[config.mk]
export PLATFORM = sky130hd
export DESIGN_NAME = hole_fit_allocator_flat
export DESIGN_NICKNAME = d
export VERILOG_FILES = /design/src/rtl/hfa_pkg.sv /design/src/rtl/hfa_channels.sv /design/src/rtl/hfa_table.sv /design/src/rtl/hfa_pick.sv /design/src/rtl/hfa_seq.sv /design/src/rtl/hole_fit_allocator.sv /design/src/flat_wrapper.sv
export VERILOG_INCLUDE_DIRS = /design/src /design/src/rtl
export SDC_FILE = /design/constraint.sdc
export NUM_CORES = 1
export LEC_CHECK = 0
export BUFFER_PORTS_ARGS = -buffer_cell sky130_fd_sc_hd__buf_4
export CAP_MARGIN = 20
export CORE_MARGIN = 5
export CORE_UTILIZATION = 65
export CTS_CLUSTER_SIZE = 16
export DETAILED_ROUTE_END_ITERATION = 12
export GPL_TIMING_DRIVEN = 0
export PLACE_DENSITY = 0.82
export SLEW_MARGIN = 20
export SYNTH_ARGS = -nofsm -noshare
export SYNTH_HDL_FRONTEND = slang
export SYNTH_SLANG_ARGS = --single-unit
[constraint.sdc]
create_clock -name i_clk -period 6.8 [get_ports i_clk]
set_input_delay 1.02 -clock i_clk [delete_from_list [all_inputs] [get_ports i_clk]]
set_output_delay 1.02 -clock i_clk [all_outputs]
set_load 0.03 [all_outputs]
[src/rtl/hole_fit_allocator_defines.svh]
// assertion macros for the hole fit allocator
`ifndef HOLE_FIT_ALLOCATOR_DEFINES_SVH
`define HOLE_FIT_ALLOCATOR_DEFINES_SVH

`ifndef ASSERT_OFF
`define HFA_ASSERT(lbl, clk, rst_n, prop, msg) \
    lbl: assert property (@(posedge clk) disable iff (!rst_n) prop) else $error(msg);
`define HFA_ASSERT_ALWAYS(lbl, clk, prop, msg) \
    lbl: assert property (@(posedge clk) prop) else $error(msg);
`else
`define HFA_ASSERT(lbl, clk, rst_n, prop, msg)
`define HFA_ASSERT_ALWAYS(lbl, clk, prop, msg)
`endif

`endif

[src/rtl/hfa_pkg.sv]
// shared constants, codes and types of the hole fit allocator
package hfa_pkg;

    localparam int HOLES_DEF     = 16;
    localparam int SIZE_BITS_DEF = 16;

    localparam int CMD_W      = 2;
    localparam int IDX_W      = 4;
    localparam int SIZE_W     = 16;
    localparam int STATUS_W   = 2;
    localparam int MODE_W     = 2;
    localparam int HCNT_W     = 5;
    localparam int CFG_IDX_W  = 1;
    localparam int CFG_DATA_W = 5;

    localparam logic [CMD_W-1:0] CMD_LOAD    = 2'd0;
    localparam logic [CMD_W-1:0] CMD_ALLOC   = 2'd1;
    localparam logic [CMD_W-1:0] CMD_RESTORE = 2'd2;

    localparam logic [MODE_W-1:0] MODE_FIRST = 2'd0;
    localparam logic [MODE_W-1:0] MODE_BEST  = 2'd1;
    localparam logic [MODE_W-1:0] MODE_WORST = 2'd2;

    localparam logic [STATUS_W-1:0] STAT_ALLOC = 2'd0;
    localparam logic [STATUS_W-1:0] STAT_NOFIT = 2'd1;
    localparam logic [STATUS_W-1:0] STAT_DONE  = 2'd2;

    localparam logic [CFG_IDX_W-1:0] CFG_FIT_MODE   = 1'd0;
    localparam logic [CFG_IDX_W-1:0] CFG_HOLE_COUNT = 1'd1;

    typedef enum logic [2:0] {
        S_IDLE,
        S_LOAD,
        S_SCAN,
        S_WRITE,
        S_RESTORE,
        S_DONE
    } t_state;

    typedef struct packed {
        logic rd_en;
        logic orig_we;
        logic rem_we;
    } t_tbl_ctl;

endpackage

[src/rtl/hfa_channels.sv]
// channel interfaces: command input, result output, configuration write
interface hfa_in_if;
    logic                        valid;
    logic                        ready;
    logic [hfa_pkg::CMD_W-1:0]   command;
    logic [hfa_pkg::IDX_W-1:0]   hole_index;
    logic [hfa_pkg::SIZE_W-1:0]  size;
    modport source (output valid, command, hole_index, size, input ready);
    modport sink   (input valid, command, hole_index, size, output ready);
endinterface

interface hfa_out_if;
    logic                          valid;
    logic                          ready;
    logic [hfa_pkg::STATUS_W-1:0]  status;
    logic [hfa_pkg::IDX_W-1:0]     chosen_hole;
    logic [hfa_pkg::SIZE_W-1:0]    remaining_after;
    modport source (output valid, status, chosen_hole, remaining_after, input ready);
    modport sink   (input valid, status, chosen_hole, remaining_after, output ready);
endinterface

interface hfa_cfg_if;
    logic                            valid;
    logic                            ready;
    logic [hfa_pkg::CFG_IDX_W-1:0]   index;
    logic [hfa_pkg::CFG_DATA_W-1:0]  data;
    modport source (output valid, index, data, input ready);
    modport sink   (input valid, index, data, output ready);
endinterface

[src/rtl/hfa_table.sv]
// hole size tables: original and remaining sizes with registered read
module hfa_table #(
    parameter int HOLES     = hfa_pkg::HOLES_DEF,
    parameter int SIZE_BITS = hfa_pkg::SIZE_BITS_DEF,
    parameter int ADR_W     = (HOLES > 1) ? $clog2(HOLES) : 1
) (
    input  logic                 i_clk,
    input  logic                 i_rst_n,
    input  hfa_pkg::t_tbl_ctl    i_ctl,
    input  logic [ADR_W-1:0]     i_rd_addr,
    input  logic [ADR_W-1:0]     i_wr_addr,
    input  logic [SIZE_BITS-1:0] i_orig_wd,
    input  logic [SIZE_BITS-1:0] i_rem_wd,
    output logic [SIZE_BITS-1:0] o_rd_orig,
    output logic [SIZE_BITS-1:0] o_rd_rem
);

    logic [SIZE_BITS-1:0] mem_orig [HOLES];
    logic [SIZE_BITS-1:0] mem_rem  [HOLES];
    logic [HOLES-1:0]     r_vld_orig;
    logic [HOLES-1:0]     r_vld_rem;
    logic [SIZE_BITS-1:0] r_rd_orig;
    logic [SIZE_BITS-1:0] r_rd_rem;

    // entries never written read as zero
    always_ff @(posedge i_clk) begin
        if (!i_rst_n) begin
            r_vld_orig <= '0;
            r_vld_rem  <= '0;
        end else begin
            if (i_ctl.orig_we) begin
                r_vld_orig[i_wr_addr] <= 1'b1;
            end
            if (i_ctl.rem_we) begin
                r_vld_rem[i_wr_addr] <= 1'b1;
            end
        end
    end

    always_ff @(posedge i_clk) begin
        if (i_ctl.orig_we) begin
            mem_orig[i_wr_addr] <= i_orig_wd;
        end
        if (i_ctl.rem_we) begin
            mem_rem[i_wr_addr] <= i_rem_wd;
        end
    end

    always_ff @(posedge i_clk) begin
        if (i_ctl.rd_en) begin
            r_rd_orig <= r_vld_orig[i_rd_addr] ? mem_orig[i_rd_addr] : '0;
            r_rd_rem  <= r_vld_rem[i_rd_addr]  ? mem_rem[i_rd_addr]  : '0;
        end
    end

    assign o_rd_orig = r_rd_orig;
    assign o_rd_rem  = r_rd_rem;

endmodule

[src/rtl/hfa_pick.sv]
// shared compare and subtract unit for the hole search
module hfa_pick #(
    parameter int SIZE_BITS = hfa_pkg::SIZE_BITS_DEF
) (
    input  logic [hfa_pkg::MODE_W-1:0] i_mode,
    input  logic                       i_found,
    input  logic [SIZE_BITS-1:0]       i_rem,
    input  logic [SIZE_BITS-1:0]       i_req,
    input  logic [SIZE_BITS-1:0]       i_best_rem,
    output logic                       o_better,
    output logic [SIZE_BITS-1:0]       o_diff
);

    logic fits;
    logic tighter;
    logic looser;

    always_comb begin
        fits    = (i_rem >= i_req);
        tighter = (i_mode == hfa_pkg::MODE_BEST)  && (i_rem < i_best_rem);
        looser  = (i_mode == hfa_pkg::MODE_WORST) && (i_rem > i_best_rem);
        // first fit and the unused mode keep the first hit
        o_better = fits && (!i_found || tighter || looser);
        o_diff   = i_best_rem - i_req;
    end

endmodule

[src/rtl/hfa_seq.sv]
// command sequencer: load, scan over the table, write back, restore sweep
module hfa_seq #(
    parameter int HOLES     = hfa_pkg::HOLES_DEF,
    parameter int SIZE_BITS = hfa_pkg::SIZE_BITS_DEF,
    parameter int ADR_W     = (HOLES > 1) ? $clog2(HOLES) : 1,
    parameter int CNT_W     = $clog2(HOLES + 1)
) (
    input  logic                           i_clk,
    input  logic                           i_rst_n,
    input  logic                           i_in_valid,
    output logic                           o_in_ready,
    input  logic [hfa_pkg::CMD_W-1:0]      i_cmd,
    input  logic [hfa_pkg::IDX_W-1:0]      i_idx,
    input  logic [hfa_pkg::SIZE_W-1:0]     i_size,
    input  logic [hfa_pkg::MODE_W-1:0]     i_fit_mode,
    input  logic [hfa_pkg::HCNT_W-1:0]     i_hole_count,
    output hfa_pkg::t_tbl_ctl              o_tbl_ctl,
    output logic [ADR_W-1:0]               o_rd_addr,
    output logic [ADR_W-1:0]               o_wr_addr,
    output logic [SIZE_BITS-1:0]           o_orig_wd,
    output logic [SIZE_BITS-1:0]           o_rem_wd,
    input  logic [SIZE_BITS-1:0]           i_rd_orig,
    input  logic [SIZE_BITS-1:0]           i_rd_rem,
    output logic                           o_res_valid,
    input  logic                           i_res_take,
    output logic [hfa_pkg::STATUS_W-1:0]   o_status,
    output logic [hfa_pkg::IDX_W-1:0]      o_chosen,
    output logic [hfa_pkg::SIZE_W-1:0]     o_remain
);

    hfa_pkg::t_state r_state, n_state;

    logic [hfa_pkg::IDX_W-1:0]    r_idx,     n_idx;
    logic [SIZE_BITS-1:0]         r_req,     n_req;
    logic [CNT_W-1:0]             r_ptr,     n_ptr;
    logic [CNT_W-1:0]             r_lim,     n_lim;
    logic                         r_cmp_vld, n_cmp_vld;
    logic [ADR_W-1:0]             r_cmp_adr, n_cmp_adr;
    logic                         r_found,   n_found;
    logic [ADR_W-1:0]             r_best,    n_best;
    logic [SIZE_BITS-1:0]         r_best_rem, n_best_rem;
    logic [hfa_pkg::STATUS_W-1:0] r_status,  n_status;
    logic [hfa_pkg::IDX_W-1:0]    r_chosen,  n_chosen;
    logic [hfa_pkg::SIZE_W-1:0]   r_remain,  n_remain;

    logic                 accept;
    logic                 issue;
    logic                 idx_ok;
    logic                 better;
    logic [SIZE_BITS-1:0] diff;
    logic [CNT_W-1:0]     lim_now;

    hfa_pick #(
        .SIZE_BITS (SIZE_BITS)
    ) u_pick (
        .i_mode     (i_fit_mode),
        .i_found    (r_found),
        .i_rem      (i_rd_rem),
        .i_req      (r_req),
        .i_best_rem (r_best_rem),
        .o_better   (better),
        .o_diff     (diff)
    );

    always_comb begin
        accept = (r_state == hfa_pkg::S_IDLE) && i_in_valid;
        idx_ok = ({{(32 - hfa_pkg::IDX_W){1'b0}}, r_idx} < 32'(HOLES));
        if ({{(32 - hfa_pkg::HCNT_W){1'b0}}, i_hole_count} > 32'(HOLES)) begin
            lim_now = CNT_W'(HOLES);
        end else begin
            lim_now = CNT_W'(i_hole_count);
        end
        case (r_state)
            hfa_pkg::S_SCAN:    issue = (r_ptr < r_lim);
            hfa_pkg::S_RESTORE: issue = (r_ptr < CNT_W'(HOLES));
            default:            issue = 1'b0;
        endcase
    end

    // next state
    always_comb begin
        n_state = r_state;
        case (r_state)
            hfa_pkg::S_IDLE: begin
                if (accept) begin
                    case (i_cmd)
                        hfa_pkg::CMD_LOAD:    n_state = hfa_pkg::S_LOAD;
                        hfa_pkg::CMD_ALLOC:   n_state = hfa_pkg::S_SCAN;
                        hfa_pkg::CMD_RESTORE: n_state = hfa_pkg::S_RESTORE;
                        default:              n_state = hfa_pkg::S_DONE;
                    endcase
                end
            end
            hfa_pkg::S_LOAD:    n_state = hfa_pkg::S_DONE;
            hfa_pkg::S_SCAN: begin
                if (!issue && !r_cmp_vld) begin
                    n_state = hfa_pkg::S_WRITE;
                end
            end
            hfa_pkg::S_WRITE:   n_state = hfa_pkg::S_DONE;
            hfa_pkg::S_RESTORE: begin
                if (!issue && !r_cmp_vld) begin
                    n_state = hfa_pkg::S_DONE;
                end
            end
            hfa_pkg::S_DONE: begin
                if (i_res_take) begin
                    n_state = hfa_pkg::S_IDLE;
                end
            end
            default:            n_state = hfa_pkg::S_IDLE;
        endcase
    end

    // datapath and outputs
    always_comb begin
        n_idx      = r_idx;
        n_req      = r_req;
        n_ptr      = r_ptr;
        n_lim      = r_lim;
        n_cmp_vld  = 1'b0;
        n_cmp_adr  = r_ptr[ADR_W-1:0];
        n_found    = r_found;
        n_best     = r_best;
        n_best_rem = r_best_rem;
        n_status   = r_status;
        n_chosen   = r_chosen;
        n_remain   = r_remain;

        o_tbl_ctl  = '0;
        o_rd_addr  = r_ptr[ADR_W-1:0];
        o_wr_addr  = r_cmp_adr;
        o_orig_wd  = r_req;
        o_rem_wd   = i_rd_orig;

        case (r_state)
            hfa_pkg::S_IDLE: begin
                if (accept) begin
                    n_idx    = i_idx;
                    n_req    = SIZE_BITS'(i_size);
                    n_ptr    = '0;
                    n_lim    = lim_now;
                    n_found  = 1'b0;
                    n_best   = '0;
                    n_status = hfa_pkg::STAT_DONE;
                    n_chosen = '0;
                    n_remain = '0;
                end
            end
            hfa_pkg::S_LOAD: begin
                o_wr_addr = ADR_W'(r_idx);
                o_rem_wd  = r_req;
                if (idx_ok) begin
                    o_tbl_ctl.orig_we = 1'b1;
                    o_tbl_ctl.rem_we  = 1'b1;
                    n_remain          = hfa_pkg::SIZE_W'(r_req);
                end
            end
            hfa_pkg::S_SCAN: begin
                o_tbl_ctl.rd_en = issue;
                n_cmp_vld       = issue;
                if (issue) begin
                    n_ptr = r_ptr + CNT_W'(1);
                end
                if (r_cmp_vld && better) begin
                    n_found    = 1'b1;
                    n_best     = r_cmp_adr;
                    n_best_rem = i_rd_rem;
                end
            end
            hfa_pkg::S_WRITE: begin
                o_wr_addr = r_best;
                o_rem_wd  = diff;
                if (r_found) begin
                    o_tbl_ctl.rem_we = 1'b1;
                    n_status         = hfa_pkg::STAT_ALLOC;
                    n_chosen         = hfa_pkg::IDX_W'(r_best);
                    n_remain         = hfa_pkg::SIZE_W'(diff);
                end else begin
                    n_status         = hfa_pkg::STAT_NOFIT;
                end
            end
            hfa_pkg::S_RESTORE: begin
                o_tbl_ctl.rd_en  = issue;
                n_cmp_vld        = issue;
                o_tbl_ctl.rem_we = r_cmp_vld;
                if (issue) begin
                    n_ptr = r_ptr + CNT_W'(1);
                end
            end
            default: begin
            end
        endcase

        o_in_ready  = (r_state == hfa_pkg::S_IDLE);
        o_res_valid = (r_state == hfa_pkg::S_DONE);
        o_status    = r_status;
        o_chosen    = r_chosen;
        o_remain    = r_remain;
    end

    always_ff @(posedge i_clk) begin
        if (!i_rst_n) begin
            r_state   <= hfa_pkg::S_IDLE;
            r_cmp_vld <= 1'b0;
            r_found   <= 1'b0;
        end else begin
            r_state   <= n_state;
            r_cmp_vld <= n_cmp_vld;
            r_found   <= n_found;
        end
    end

    always_ff @(posedge i_clk) begin
        r_idx      <= n_idx;
        r_req      <= n_req;
        r_ptr      <= n_ptr;
        r_lim      <= n_lim;
        r_cmp_adr  <= n_cmp_adr;
        r_best     <= n_best;
        r_best_rem <= n_best_rem;
        r_status   <= n_status;
        r_chosen   <= n_chosen;
        r_remain   <= n_remain;
    end

endmodule

[src/rtl/hole_fit_allocator.sv]
// top level of the hole fit allocator: configuration, sequencer, tables, result register
//
//   channel   direction  handshake            payload
//   i_in      input      valid / ready        command, hole_index, size
//   o_out     output     valid / ready        status, chosen_hole, remaining_after
//   i_cfg     input      valid / ready        index, data (fit_mode, hole_count)
//
// restore reads back every one of the HOLES entries
// allocate scans min(hole_count, HOLES) holes, none with no hole in use:
// one table read per hole through one read port, then the last compare
// the next command is taken once the result sits in the output register
// configuration writes are always accepted; reset clears every hole size to zero
`include "hole_fit_allocator_defines.svh"

module hole_fit_allocator #(
    parameter int HOLES     = hfa_pkg::HOLES_DEF,
    parameter int SIZE_BITS = hfa_pkg::SIZE_BITS_DEF
) (
    input  logic         i_clk,
    input  logic         i_rst_n,
    hfa_in_if.sink       i_in,
    hfa_out_if.source    o_out,
    hfa_cfg_if.sink      i_cfg
);

    localparam int ADR_W = (HOLES > 1) ? $clog2(HOLES) : 1;
    localparam int CNT_W = $clog2(HOLES + 1);

    logic [hfa_pkg::MODE_W-1:0]   r_fit_mode;
    logic [hfa_pkg::HCNT_W-1:0]   r_hole_count;

    logic                         r_out_vld;
    logic [hfa_pkg::STATUS_W-1:0] r_out_status;
    logic [hfa_pkg::IDX_W-1:0]    r_out_chosen;
    logic [hfa_pkg::SIZE_W-1:0]   r_out_remain;

    hfa_pkg::t_tbl_ctl            tbl_ctl;
    logic [ADR_W-1:0]             rd_addr;
    logic [ADR_W-1:0]             wr_addr;
    logic [SIZE_BITS-1:0]         orig_wd;
    logic [SIZE_BITS-1:0]         rem_wd;
    logic [SIZE_BITS-1:0]         rd_orig;
    logic [SIZE_BITS-1:0]         rd_rem;
    logic                         res_valid;
    logic                         res_take;
    logic [hfa_pkg::STATUS_W-1:0] res_status;
    logic [hfa_pkg::IDX_W-1:0]    res_chosen;
    logic [hfa_pkg::SIZE_W-1:0]   res_remain;

    // configuration registers
    assign i_cfg.ready = 1'b1;

    always_ff @(posedge i_clk) begin
        if (!i_rst_n) begin
            r_fit_mode   <= '0;
            r_hole_count <= '0;
        end else if (i_cfg.valid) begin
            case (i_cfg.index)
                hfa_pkg::CFG_FIT_MODE:   r_fit_mode   <= i_cfg.data[hfa_pkg::MODE_W-1:0];
                hfa_pkg::CFG_HOLE_COUNT: r_hole_count <= i_cfg.data[hfa_pkg::HCNT_W-1:0];
                default: begin
                end
            endcase
        end
    end

    hfa_seq #(
        .HOLES     (HOLES),
        .SIZE_BITS (SIZE_BITS),
        .ADR_W     (ADR_W),
        .CNT_W     (CNT_W)
    ) u_seq (
        .i_clk        (i_clk),
        .i_rst_n      (i_rst_n),
        .i_in_valid   (i_in.valid),
        .o_in_ready   (i_in.ready),
        .i_cmd        (i_in.command),
        .i_idx        (i_in.hole_index),
        .i_size       (i_in.size),
        .i_fit_mode   (r_fit_mode),
        .i_hole_count (r_hole_count),
        .o_tbl_ctl    (tbl_ctl),
        .o_rd_addr    (rd_addr),
        .o_wr_addr    (wr_addr),
        .o_orig_wd    (orig_wd),
        .o_rem_wd     (rem_wd),
        .i_rd_orig    (rd_orig),
        .i_rd_rem     (rd_rem),
        .o_res_valid  (res_valid),
        .i_res_take   (res_take),
        .o_status     (res_status),
        .o_chosen     (res_chosen),
        .o_remain     (res_remain)
    );

    hfa_table #(
        .HOLES     (HOLES),
        .SIZE_BITS (SIZE_BITS),
        .ADR_W     (ADR_W)
    ) u_table (
        .i_clk     (i_clk),
        .i_rst_n   (i_rst_n),
        .i_ctl     (tbl_ctl),
        .i_rd_addr (rd_addr),
        .i_wr_addr (wr_addr),
        .i_orig_wd (orig_wd),
        .i_rem_wd  (rem_wd),
        .o_rd_orig (rd_orig),
        .o_rd_rem  (rd_rem)
    );

    // result register
    assign res_take = res_valid && (!r_out_vld || o_out.ready);

    always_ff @(posedge i_clk) begin
        if (!i_rst_n) begin
            r_out_vld <= 1'b0;
        end else if (res_take) begin
            r_out_vld <= 1'b1;
        end else if (o_out.ready) begin
            r_out_vld <= 1'b0;
        end
    end

    always_ff @(posedge i_clk) begin
        if (res_take) begin
            r_out_status <= res_status;
            r_out_chosen <= res_chosen;
            r_out_remain <= res_remain;
        end
    end

    assign o_out.valid           = r_out_vld;
    assign o_out.status          = r_out_status;
    assign o_out.chosen_hole     = r_out_chosen;
    assign o_out.remaining_after = r_out_remain;

    `HFA_ASSERT(a_busy_after_accept, i_clk, i_rst_n, i_in.valid && i_in.ready |=> !i_in.ready, "command accepted while busy")
    `HFA_ASSERT(a_no_pick_without_alloc, i_clk, i_rst_n, o_out.valid && (o_out.status != hfa_pkg::STAT_ALLOC) |-> (o_out.chosen_hole == '0), "hole reported without allocation")
    `HFA_ASSERT(a_result_after_take, i_clk, i_rst_n, res_take |=> o_out.valid, "result lost on the way to the output register")

endmodule

[src/flat_wrapper.sv]
// flat-port wrapper written by rule: the top's interface ports become plain ports
module hole_fit_allocator_flat 
#(
    parameter int HOLES     = hfa_pkg::HOLES_DEF,
    parameter int SIZE_BITS = hfa_pkg::SIZE_BITS_DEF
)
  (i_clk, i_rst_n, i_in_valid, i_in_command, i_in_hole_index, i_in_size, i_in_ready, o_out_valid, o_out_status, o_out_chosen_hole, o_out_remaining_after, o_out_ready, i_cfg_valid, i_cfg_index, i_cfg_data, i_cfg_ready);
  hfa_in_if i_in_i ();
  hfa_out_if o_out_i ();
  hfa_cfg_if i_cfg_i ();
  input  logic i_clk;
  input  logic i_rst_n;
  input wire logic [$bits(i_in_i.valid)-1:0] i_in_valid;
  input wire logic [$bits(i_in_i.command)-1:0] i_in_command;
  input wire logic [$bits(i_in_i.hole_index)-1:0] i_in_hole_index;
  input wire logic [$bits(i_in_i.size)-1:0] i_in_size;
  output wire logic [$bits(i_in_i.ready)-1:0] i_in_ready;
  output wire logic [$bits(o_out_i.valid)-1:0] o_out_valid;
  output wire logic [$bits(o_out_i.status)-1:0] o_out_status;
  output wire logic [$bits(o_out_i.chosen_hole)-1:0] o_out_chosen_hole;
  output wire logic [$bits(o_out_i.remaining_after)-1:0] o_out_remaining_after;
  input wire logic [$bits(o_out_i.ready)-1:0] o_out_ready;
  input wire logic [$bits(i_cfg_i.valid)-1:0] i_cfg_valid;
  input wire logic [$bits(i_cfg_i.index)-1:0] i_cfg_index;
  input wire logic [$bits(i_cfg_i.data)-1:0] i_cfg_data;
  output wire logic [$bits(i_cfg_i.ready)-1:0] i_cfg_ready;
  assign i_in_i.valid = i_in_valid;
  assign i_in_i.command = i_in_command;
  assign i_in_i.hole_index = i_in_hole_index;
  assign i_in_i.size = i_in_size;
  assign i_in_ready = i_in_i.ready;
  assign o_out_valid = o_out_i.valid;
  assign o_out_status = o_out_i.status;
  assign o_out_chosen_hole = o_out_i.chosen_hole;
  assign o_out_remaining_after = o_out_i.remaining_after;
  assign o_out_i.ready = o_out_ready;
  assign i_cfg_i.valid = i_cfg_valid;
  assign i_cfg_i.index = i_cfg_index;
  assign i_cfg_i.data = i_cfg_data;
  assign i_cfg_ready = i_cfg_i.ready;
  hole_fit_allocator #(.HOLES(HOLES), .SIZE_BITS(SIZE_BITS)) u_core (.i_clk(i_clk), .i_rst_n(i_rst_n), .i_in(i_in_i), .o_out(o_out_i), .i_cfg(i_cfg_i));
endmodule
# Word-level counts from Yosys, hierarchy flattened
# Memory sizes are Yosys's and may differ from the RTL's. A register that Yosys moved wholly into a read port is not among the register bits.
# Cells that the tools add are included.
# W data, S select, Z words.
totals:
  mem_bits_rw: 512
  reg_bits: 143
  elab_cells: 131
  mem_count: 2
  inputBits: 33
op_classes:
  eq_ne: 16
  n_lt_le_gt_ge: 9
  n_addsub: 2
  bitwise_logic: 3
  mux: 42
  n_reduce_logical: 36
memory_table:
  columns: ["name", "words", "width", "read_ports", "rd_ports_with_merged_regs", "write_ports", "line_no", "source"]
  rows:
  - ["u_core.u_table.mem_orig", 16, 16, 1, 1, 1, "hfa_table.sv:18", "logic [SIZE_BITS-1:0] mem_orig [HOLES];"]
  - ["u_core.u_table.mem_rem", 16, 16, 1, 1, 1, "hfa_table.sv:19", "logic [SIZE_BITS-1:0] mem_rem [HOLES];"]
ops:
  columns: ["operator", "n"]
  rows:
  - ["$pmux W16 S3", 1]
  - ["$mux W16", 2]
  - ["$or A16 B16 Y16", 2]
  - ["$pmux W16 S2", 1]
  - ["$pmux W4 S2", 3]
  - ["$ge A16 B16 Y1", 1]
  - ["$gt A16 B16 Y1", 1]
  - ["$lt A16 B16 Y1", 1]
  - ["$sub A16 B16 Y16", 1]
  - ["$mux W1", 15]
  - ["$pmux W3 S5", 1]
  - ["$mux W3", 4]
  - ["$mux W4", 3]
  - ["$reduce_and A3 Y1", 4]
  - ["$lt A4 B5 Y1 const B", 2]
  - ["$mux W5", 2]
  - ["$ne A2 B2 Y1 const B", 5]
  - ["$pmux W5 S2", 1]
  - ["$reduce_and A2 Y1", 5]
  - ["$pmux W3 S3", 1]
  - ["$bmux W1 S4", 2]
  - ["$logic_and A1 B1 Y1", 8]
  - ["$reduce_bool A2 Y1", 4]
  - ["$eq A3 B2 Y1 const B", 2]
  - ["other kinds (23)", 36]

# Depth between registers and ports, before layout
# Gate-level depths: netlist (run 1).
logic_depth:
  ltp_word: 8
  mapped_depth: 10

# Hierarchy
# A second synthesis (run 1) with hierarchy kept.
unflattened:
  hier_cells: 1472
  hier_area_um2: 27655.3
by_module_without_submodules:
  columns: ["module", "instances", "seq_area_each_um2", "area_per_inst_um2", "cells_each"]
  rows:
  - ["hfa_table", 1, 16976.3, 21669.5, 952]
  - ["hfa_seq", 1, 2342.2, 3482.1, 251]
  - ["hfa_pick", 1, 0.0, 1508.9, 211]
  - ["hole_fit_allocator", 1, 820.8, 994.7, 58]

# Worst setup path after synthesis (run 1)
# Ideal clock, no wire load.
synth_timing:
  kind: "reg2reg"
  start: "reg u_core.u_seq.r_req[0], in the netlist u_core.u_seq.o_orig_wd[0]"
  end: "mem u_core.u_table.mem_rem[0][12] in the netlist's numbering (data pin)"
  arrival_ns: 2.834
  n_path_buf: 0
  setup_ns: 0.330
  stages_incl_launch_ff: 10
  period_less_slack_ns: 3.164
  setup_slack_ns: 3.636
  cell_sequence: "edfxtp_1 -> ha_1 -> inv_1 -> fa_1 -> a211oi_1 -> o21ai_0 -> a21oi_1 -> a21oi_1 -> xnor2_1 -> o21ai_0"
synth_between:
  elab_chain_cells: 2
synth_rtl:
  columns: ["element", "line_no", "source"]
  rows:
  - ["start: declaration", "hfa_seq.sv:34", "logic [SIZE_BITS-1:0] r_req, n_req;"]
  - ["start signal: assignment", "hfa_seq.sv:216", "r_req <= n_req;"]
  - ["$sub A16 B16 Y16", "hfa_pick.sv:24", "o_diff = i_best_rem - i_req;"]
  - ["$pmux W16 S2", "hfa_seq.sv:136", "case (r_state)"]
  - ["named net u_core.rem_wd[12]", "hole_fit_allocator.sv:41", "logic [SIZE_BITS-1:0] rem_wd;"]
  - ["end: declaration", "hfa_table.sv:19", null]
# The timed path passes the listed nets, and every way through them passes these cells.

# Worst setup path in the final report (run 1)
layout_timing:
  start: "reg u_core.u_seq.r_req[0], in the netlist u_core.u_seq.o_orig_wd[0]"
  end: "mem u_core.u_table.mem_rem[9][6] in the netlist's numbering (data pin)"
# Same word-level chain as after synthesis.

==> results.cfg, run 1 <==
[drt]
drt-total-wl_um = 70800
vias_per_cell = 6.98
drc = 0
num_vias = 15200
drt_iter0_drc = 2539
wl_met1_um = 25100
wl_met2_um = 34800
postRouteAntennaNets = 0
dr_wl_met3_um = 8230
dr.pass1.iters = 5
detail_route.wl_per_cell_um = 32.4
top_layer = met5

[power]
switching_share_pct = 30.9
power_frac_seq_pct = 44.2
p_clk_share_pct = 28.7
power.density_nw_per_um2 = 417
max-vdd-ir-drop_mv = 0.311
combPwrFrac_pct = 27.1
power_switching_mw = 4.05
intPower_mw = 9.06
leakage_nw = 10.5

[worst_setup_path]
reg2reg_depth = 9
startpoint_type = flop
cp_slowest_stage_delay_ns = 0.85
cp_max_fo = 19
crit_required_ns = 7.10
endpoint = u_core.u_table.mem_rem[9][6]$_DFFE_PP_
r2r-end = u_core.u_table.mem_rem[9][6]$_DFFE_PP_
worst_path_max_delay_cell = edfxtp_1
cp.arrival_ns = 4.35
critPathKind = reg2reg
reg2reg_slack_ns = 2.75
r2r_start = u_core.u_seq.o_orig_wd[0]$_DFFE_PP_
cp_cell_sequence = ha_1 > inv_1 > fa_1 > a211oi_1 > o21bai_1 > a21oi_1 > xor2_1 > o21ai_0 > a21o_1
cp-startpoint = u_core.u_seq.o_orig_wd[0]$_DFFE_PP_
cp-end-kind = flop

[layout]
num-nets-final = 1677
finalInstanceArea_um2 = 31400
syn2layout_area_growth_pct = 13.6
drive_above_1_share_pct = 25.2

[logic_synthesis]
synth_edf_count = 638
synth-seq-area-share_pct = 72.8
synth_ff_type = edfxtp_1
ys_types = 60
synth-warning-count = 0
synth_most_common_cell = edfxtp_1
yosysTopAreaCell = edfxtp_1
synth_seq_cells = 687
synthArstFlopShare_pct = 0
syn-num-nets = 1536
synthCells = 1447
syn_avg_cell_area_um2 = 19.1
synthTopCellsByCount = 638 x edfxtp_1, 168 x mux4_2, 69 x nor2_1
synth_area_um2 = 27700
yosys.area.top_type_share_pct = 69.3
yosys-top-cells-area = edfxtp_1 69%, mux4_2 14%, dfxtp_1 3.5%

[clock_network]
cts_resized = 0
htreeDepth = 3
cts_sinks = 687
cts_setup_buffers = 0
clock_latency_ns = 0.61
cts_tree = built
path_clk_slew_ns = 0.06
hold_buffers = 0
cts_buffers = 68
cts_buffer_depth = 3
root_buffer = clkbuf_16

[sta]
fin_worst_skew_ns = 0.0299
setup-tns-final_ns = 0
slew_viol_final = 0
hold_viol = 0
period_needed_ns = 4.05
tightest_slew_ns = 1.14
finalSetupViolCount = 0
rsz0062_at_grt = false
hold_ws_ns = 0.419
slew_headroom_pct = 23.7
fin_crit_sh_pct = 59.6
timing.fmax_mhz = 247

[die]
dieArea_um2 = 46800
initial_core_util_pct = 65.8
fp-row-count = 75
ioPinCount = 58
core_area_um2 = 42000
chipHeight_um = 216
dieWidth_um = 216

[outcome]
status = finished clean

[placed_design]
place.gp.congestion = 0.931
dp_hpwl_um = 44700
placed_cell_area_um2 = 29200
io_buffer_count = 55

[grt]
grt_pass1_wl_um = 103000
grt_max_degree = 26
first_global_vias = 15500
grt_overflow = 0
grtUsageTotal_pct = 30.6
antenna_found_initial = 3

[hold_path]
whs_path_depth = 0
hold_class = reg2reg

[flow_run]
cap_violations = 0
-- stage by stage --
stage	cells	power [mW]	setup slack (ns)	util [%]
2_1_floorplan	1447	7.96	3.64	-
3_3_place_gp	2041	8.99	2.32	68.4
3_5_place_dp	2057	9.29	2.91	69.4
4_1_cts	2180	13.1	2.82	74.7
5_1_grt	2180	13.5	2.53	74.7
6_report	2182	13.1	2.75	74.7
-- routing by layer --
layer  GRT usage (%)  up-vias
met3            8.53      210
met4            10.4        2
met2            49.8     1179
met5               0        -
met1            41.0     7719
li1                -     6118
-- cells by family (layout without fill, tap and decap cells) --
family	count (synthesis)	in the layout	share of synthesized area, %
adder cells (fa/ha/maj)	56	56	2.56
XOR/XNOR	15	15	0.475
other	1	3	0.0136
multiplexers	184	184	14.3
AND/OR/NAND/NOR	224	224	4.01
buffers and inverters	111	305	1.76
AO/OA/AOI/OAI	169	169	4.08
flip-flops	687	687	72.8
-- cell type report --
| cell class | count | area (µm²) |
|---|---|---|
| flip-flops and latches | 687 | 20100 |
| fillers | 2238 | 10600 |
| multi-input cells | 649 | 7240 |
| clock buffers | 88 | 1870 |
| well taps | 539 | 674 |
| repair buffers | 71 | 643 |
| clock inverters | 35 | 355 |
| plain buffers | 61 | 298 |
| inverters | 50 | 188 |
| diodes | 2 | 5.00 |
-- state kept, by name, summed over array words and instances (netlist names), 5 cells and up --
signal                        cells
u_core.u_table.mem_orig         256
u_core.u_table.mem_rem          256
u_core.o_out.remaining_after     16
u_core.u_seq.o_orig_wd           16
u_core.u_seq.o_remain            16
u_core.u_seq.r_best_rem          16
u_core.u_table.o_rd_orig         16
u_core.u_table.o_rd_rem          16
u_core.u_table.r_vld_orig        16
u_core.u_table.r_vld_rem         16
u_core.r_hole_count               5
u_core.u_seq.r_lim                5
u_core.u_seq.r_ptr                5
-- critical path, delay by kind of cell, from the launching register on --
kind                     cells  cell delay (ns)
XOR/XNOR                     1             0.13
AO/OA/AOI/OAI                5             1.98
buffers and inverters        1             0.05
adder cells (fa/ha/maj)      2             0.71
flip-flops                   1             0.85
-- how the worst min path moves through the flow --
stage | startpoint | to | slack, ns
global placement | u_core.u_seq.o_remain[0]$_DFFE_PP_ | u_core.o_out.remaining_after[0]$_DFFE_PP_ | 0.41
detailed placement | u_core.u_seq.o_remain[0]$_DFFE_PP_ | u_core.o_out.remaining_after[0]$_DFFE_PP_ | 0.41
CTS | u_core.u_seq.o_remain[10]$_DFFE_PP_ | u_core.o_out.remaining_after[10]$_DFFE_PP_ | 0.42
floorplan | u_core.u_seq.r_ptr[2]$_SDFFCE_PN0P_ | u_core.u_seq.r_cmp_adr[2]$_DFF_P_ | 0.37
global route | u_core.u_seq.o_remain[10]$_DFFE_PP_ | u_core.o_out.remaining_after[10]$_DFFE_PP_ | 0.43
finish | u_core.u_seq.o_remain[10]$_DFFE_PP_ | u_core.o_out.remaining_after[10]$_DFFE_PP_ | 0.42
-- power by group through the flow --
stage / Clock, mW / Sequential, mW / Combinational [mW]
after floorplan: 0 / 5.75 / 2.21
after global placement: 0 / 5.83 / 3.16
after detailed placement: 0 / 5.86 / 3.43
after CTS: 3.77 / 5.79 / 3.50
after global routing: 4.00 / 5.82 / 3.73
final: 3.76 / 5.80 / 3.55
-- layout by cell type (no fill, tap or decap), types with 14 or more instances in the layout --
cell | synthesis | layout
a21o_1 | 16 | 16
a21oi_1 | 34 | 34
buf_4 | 9 | 66
clkbuf_1 | 34 | 48
clkbuf_16 | 0 | 71
clkinv_2 | 0 | 14
dfxtp_1 | 49 | 49
edfxtp_1 | 638 | 638
ha_1 | 55 | 55
inv_1 | 49 | 48
mux4_2 | 168 | 168
nand2_1 | 45 | 45
nand3_1 | 16 | 16
nor2_1 | 69 | 35
nor2_4 | 0 | 21
nor2b_1 | 37 | 36
o21a_1 | 37 | 37
o21ai_0 | 32 | 29
(Power assumes the default switching activity.)
==> run 2: changes to the inputs <==
--- a/config.mk
+++ b/config.mk
@@ -9,11 +9,11 @@
 export BUFFER_PORTS_ARGS = -buffer_cell sky130_fd_sc_hd__buf_4
 export CAP_MARGIN = 20
 export CORE_MARGIN = 5
-export CORE_UTILIZATION = 65
+export CORE_UTILIZATION = 56
 export CTS_CLUSTER_SIZE = 16
 export DETAILED_ROUTE_END_ITERATION = 12
 export GPL_TIMING_DRIVEN = 0
-export PLACE_DENSITY = 0.82
+export PLACE_DENSITY = 0.75
 export SLEW_MARGIN = 20
 export SYNTH_ARGS = -nofsm -noshare
 export SYNTH_HDL_FRONTEND = slang
==> constraint.sdc (replaced) <==
create_clock -name i_clk -period 3.6 [get_ports i_clk]
set_input_delay 0.54 -clock i_clk [delete_from_list [all_inputs] [get_ports i_clk]]
set_output_delay 0.54 -clock i_clk [all_outputs]
set_load 0.03 [all_outputs]
==> results.cfg, run 2 (synthesis results as in run 1) <==
[drt]
num_vias = 14600
vias_per_cell = 6.28
postRouteAntennaNets = 0
drc = 0
dr.pass1.iters = 7
drt_iter0_drc = 1764
detail_route.wl_per_cell_um = 28.3
drt-total-wl_um = 65800

[power]
finalPower_mw = 24.5
leakage_nw = 10.6
max-vdd-ir-drop_mv = 0.366
power.density_nw_per_um2 = 772

[sta]
finalSetupViolCount = 0
slew_headroom_pct = 25.1
tightest_slew_ns = 1.12
fin_worst_skew_ns = 0.0313
timing.fmax_mhz = 286
period_needed_ns = 3.50
fin_crit_sh_pct = 97.2
hold_viol = 0
slew_viol_final = 0
rsz0062_at_grt = false

[die]
core_area_um2 = 48800
dieWidth_um = 232
dieArea_um2 = 53900
initial_core_util_pct = 56.6
fp-row-count = 81
chipHeight_um = 232
ioPinCount = 58

[clock_network]
hold_buffers = 0
cts_buffer_depth = 3
path_clk_slew_ns = 0.06
cts_buffers = 68
root_buffer = clkbuf_16
cts_tree = built
htreeDepth = 3
cts_sinks = 687
clock_latency_ns = 0.62

[layout]
layoutNonFillerInstCount = 2324
multi_input_area_um2 = 7270
syn2layout_area_growth_pct = 14.7
num-fill-cells = 3191
ff_latch_area_um2 = 20100
final_common_cell = edfxtp_1
reg_top3 = u_core.u_table.mem_orig (256), u_core.u_table.mem_rem (256)
most-common-layout-cells = 638 x edfxtp_1, 168 x mux4_2, 80 x buf_4, 68 x clkbuf_16, 55 x ha_1
num-nets-final = 1693
finalInstanceArea_um2 = 31700
drive_above_1_share_pct = 26.0

[worst_setup_path]
crit_required_ns = 3.93
cp.arrival_ns = 3.83
cp_slowest_stage_delay_ns = 0.70
reg2reg_slack_ns = 0.10
worst_path_max_delay_cell = edfxtp_1
cp_max_fo = 17
cp-end-kind = flop
cp_cell_sequence = inv_1 > ha_1 > nand2_1 > nor2_1 > a211oi_1 > or3b_2 > a31oi_4
startpoint_type = flop
critPathKind = reg2reg

[grt]
grt_overflow = 0
grtUsageTotal_pct = 24.9
first_global_vias = 14900
grt_max_degree = 30
antenna_found_initial = 1
grt_pass1_wl_um = 97300

[placed_design]
place.gp.congestion = 0.903
dp_hpwl_um = 43200
placed_cell_area_um2 = 29300
placed_cells = 2179
io_buffer_count = 55

[hold_path]
hold_class = in2reg

[flow_run]
cap_violations = 0

[outcome]
status = finished clean
[run 2: changes by cell type in the layout (fill, tap and decap cells not counted), sizes merged]
cell           delta
buf              +15
clkdlybuf4s15     +1
clkinvlp          +2
diode             -1
inv               -1
clkinv            -4
bufinv            -2
clkbuf            +7
[run 2: per-stage QoR]
step / util [%] / setup TNS (ns) / setup WS, ns / hold WS [ns]
3_3_place_gp: 59.2 / -53.91 / -0.881 / 0.406
5_1_grt: 64.9 / 0 / 0.000738 / 0.0736
4_1_cts: 64.6 / 0 / 0.000430 / 0.0697
2_1_floorplan: - / 0 / 0.436 / 0.372
3_5_place_dp: 60.0 / -8.85 / -0.181 / 0.405
6_report: 64.9 / 0 / 0.100 / 0.0997
[run 2: final timing paths]
check	start	depth (start not counted)	to
worst max-delay path	u_core.u_seq.o_orig_wd[14]$_DFFE_PP_	7	u_core.u_table.mem_rem[0][15]$_DFFE_PP_
worst min register to register	u_core.u_seq.o_status[1]$_DFFE_PP_	0	u_core.o_out.status[1]$_DFFE_PP_
worst min-delay path	i_in_size[11]	1	u_core.u_seq.o_orig_wd[11]$_DFFE_PP_
worst max register to register	u_core.u_seq.o_orig_wd[14]$_DFFE_PP_	7	u_core.u_table.mem_rem[0][15]$_DFFE_PP_
[run 2: per-layer routing]
layer | wire length (µm) | up-vias | GRT usage [%] | part of all wire (%)
met5 | 0 | - | 0 | 0
met4 | 2120 | 0 | 8.77 | 3.2
met3 | 5810 | 144 | 4.79 | 8.8
met2 | 32000 | 798 | 40.0 | 49
met1 | 25900 | 7507 | 35.0 | 39
li1 | - | 6149 | - | -
[run 2: area by class of cell]
cell class,instances,area share (%)
Antenna cell,1,0.00789
Buffer,61,0.974
Clock buffer,95,5.84
Clock inverter,30,1.05
Inverter,50,0.592
Multi-Input combinational cell,649,22.9
Sequential cell,687,63.5
Tap cell,664,2.62
Timing Repair Buffer,87,2.50
[run 2: report_power, final]
part | internal [mW] | switching, mW | total, mW
logic | 2.67 | 4.02 | 6.69
clock network | 3.94 | 3.01 | 6.95
registers | 10.4 | 0.481 | 10.8
total | 17.0 | 7.51 | 24.5
[run 2: critical path, delay by kind of cell, from the launching register on]
| family | cells | cell delay [ns] |
|---|---|---|
| AO/OA/AOI/OAI | 2 | 1.12 |
| adder cells (fa/ha/maj) | 1 | 0.39 |
| buffers and inverters | 1 | 0.29 |
| flip-flops | 1 | 0.70 |
| AND/OR/NAND/NOR | 3 | 0.71 |
[run 2: timing repair]
action,in CTS,in global routing
endpoints found under the setup margin,75,99
resized for setup,6,6
buffers inserted,3,16
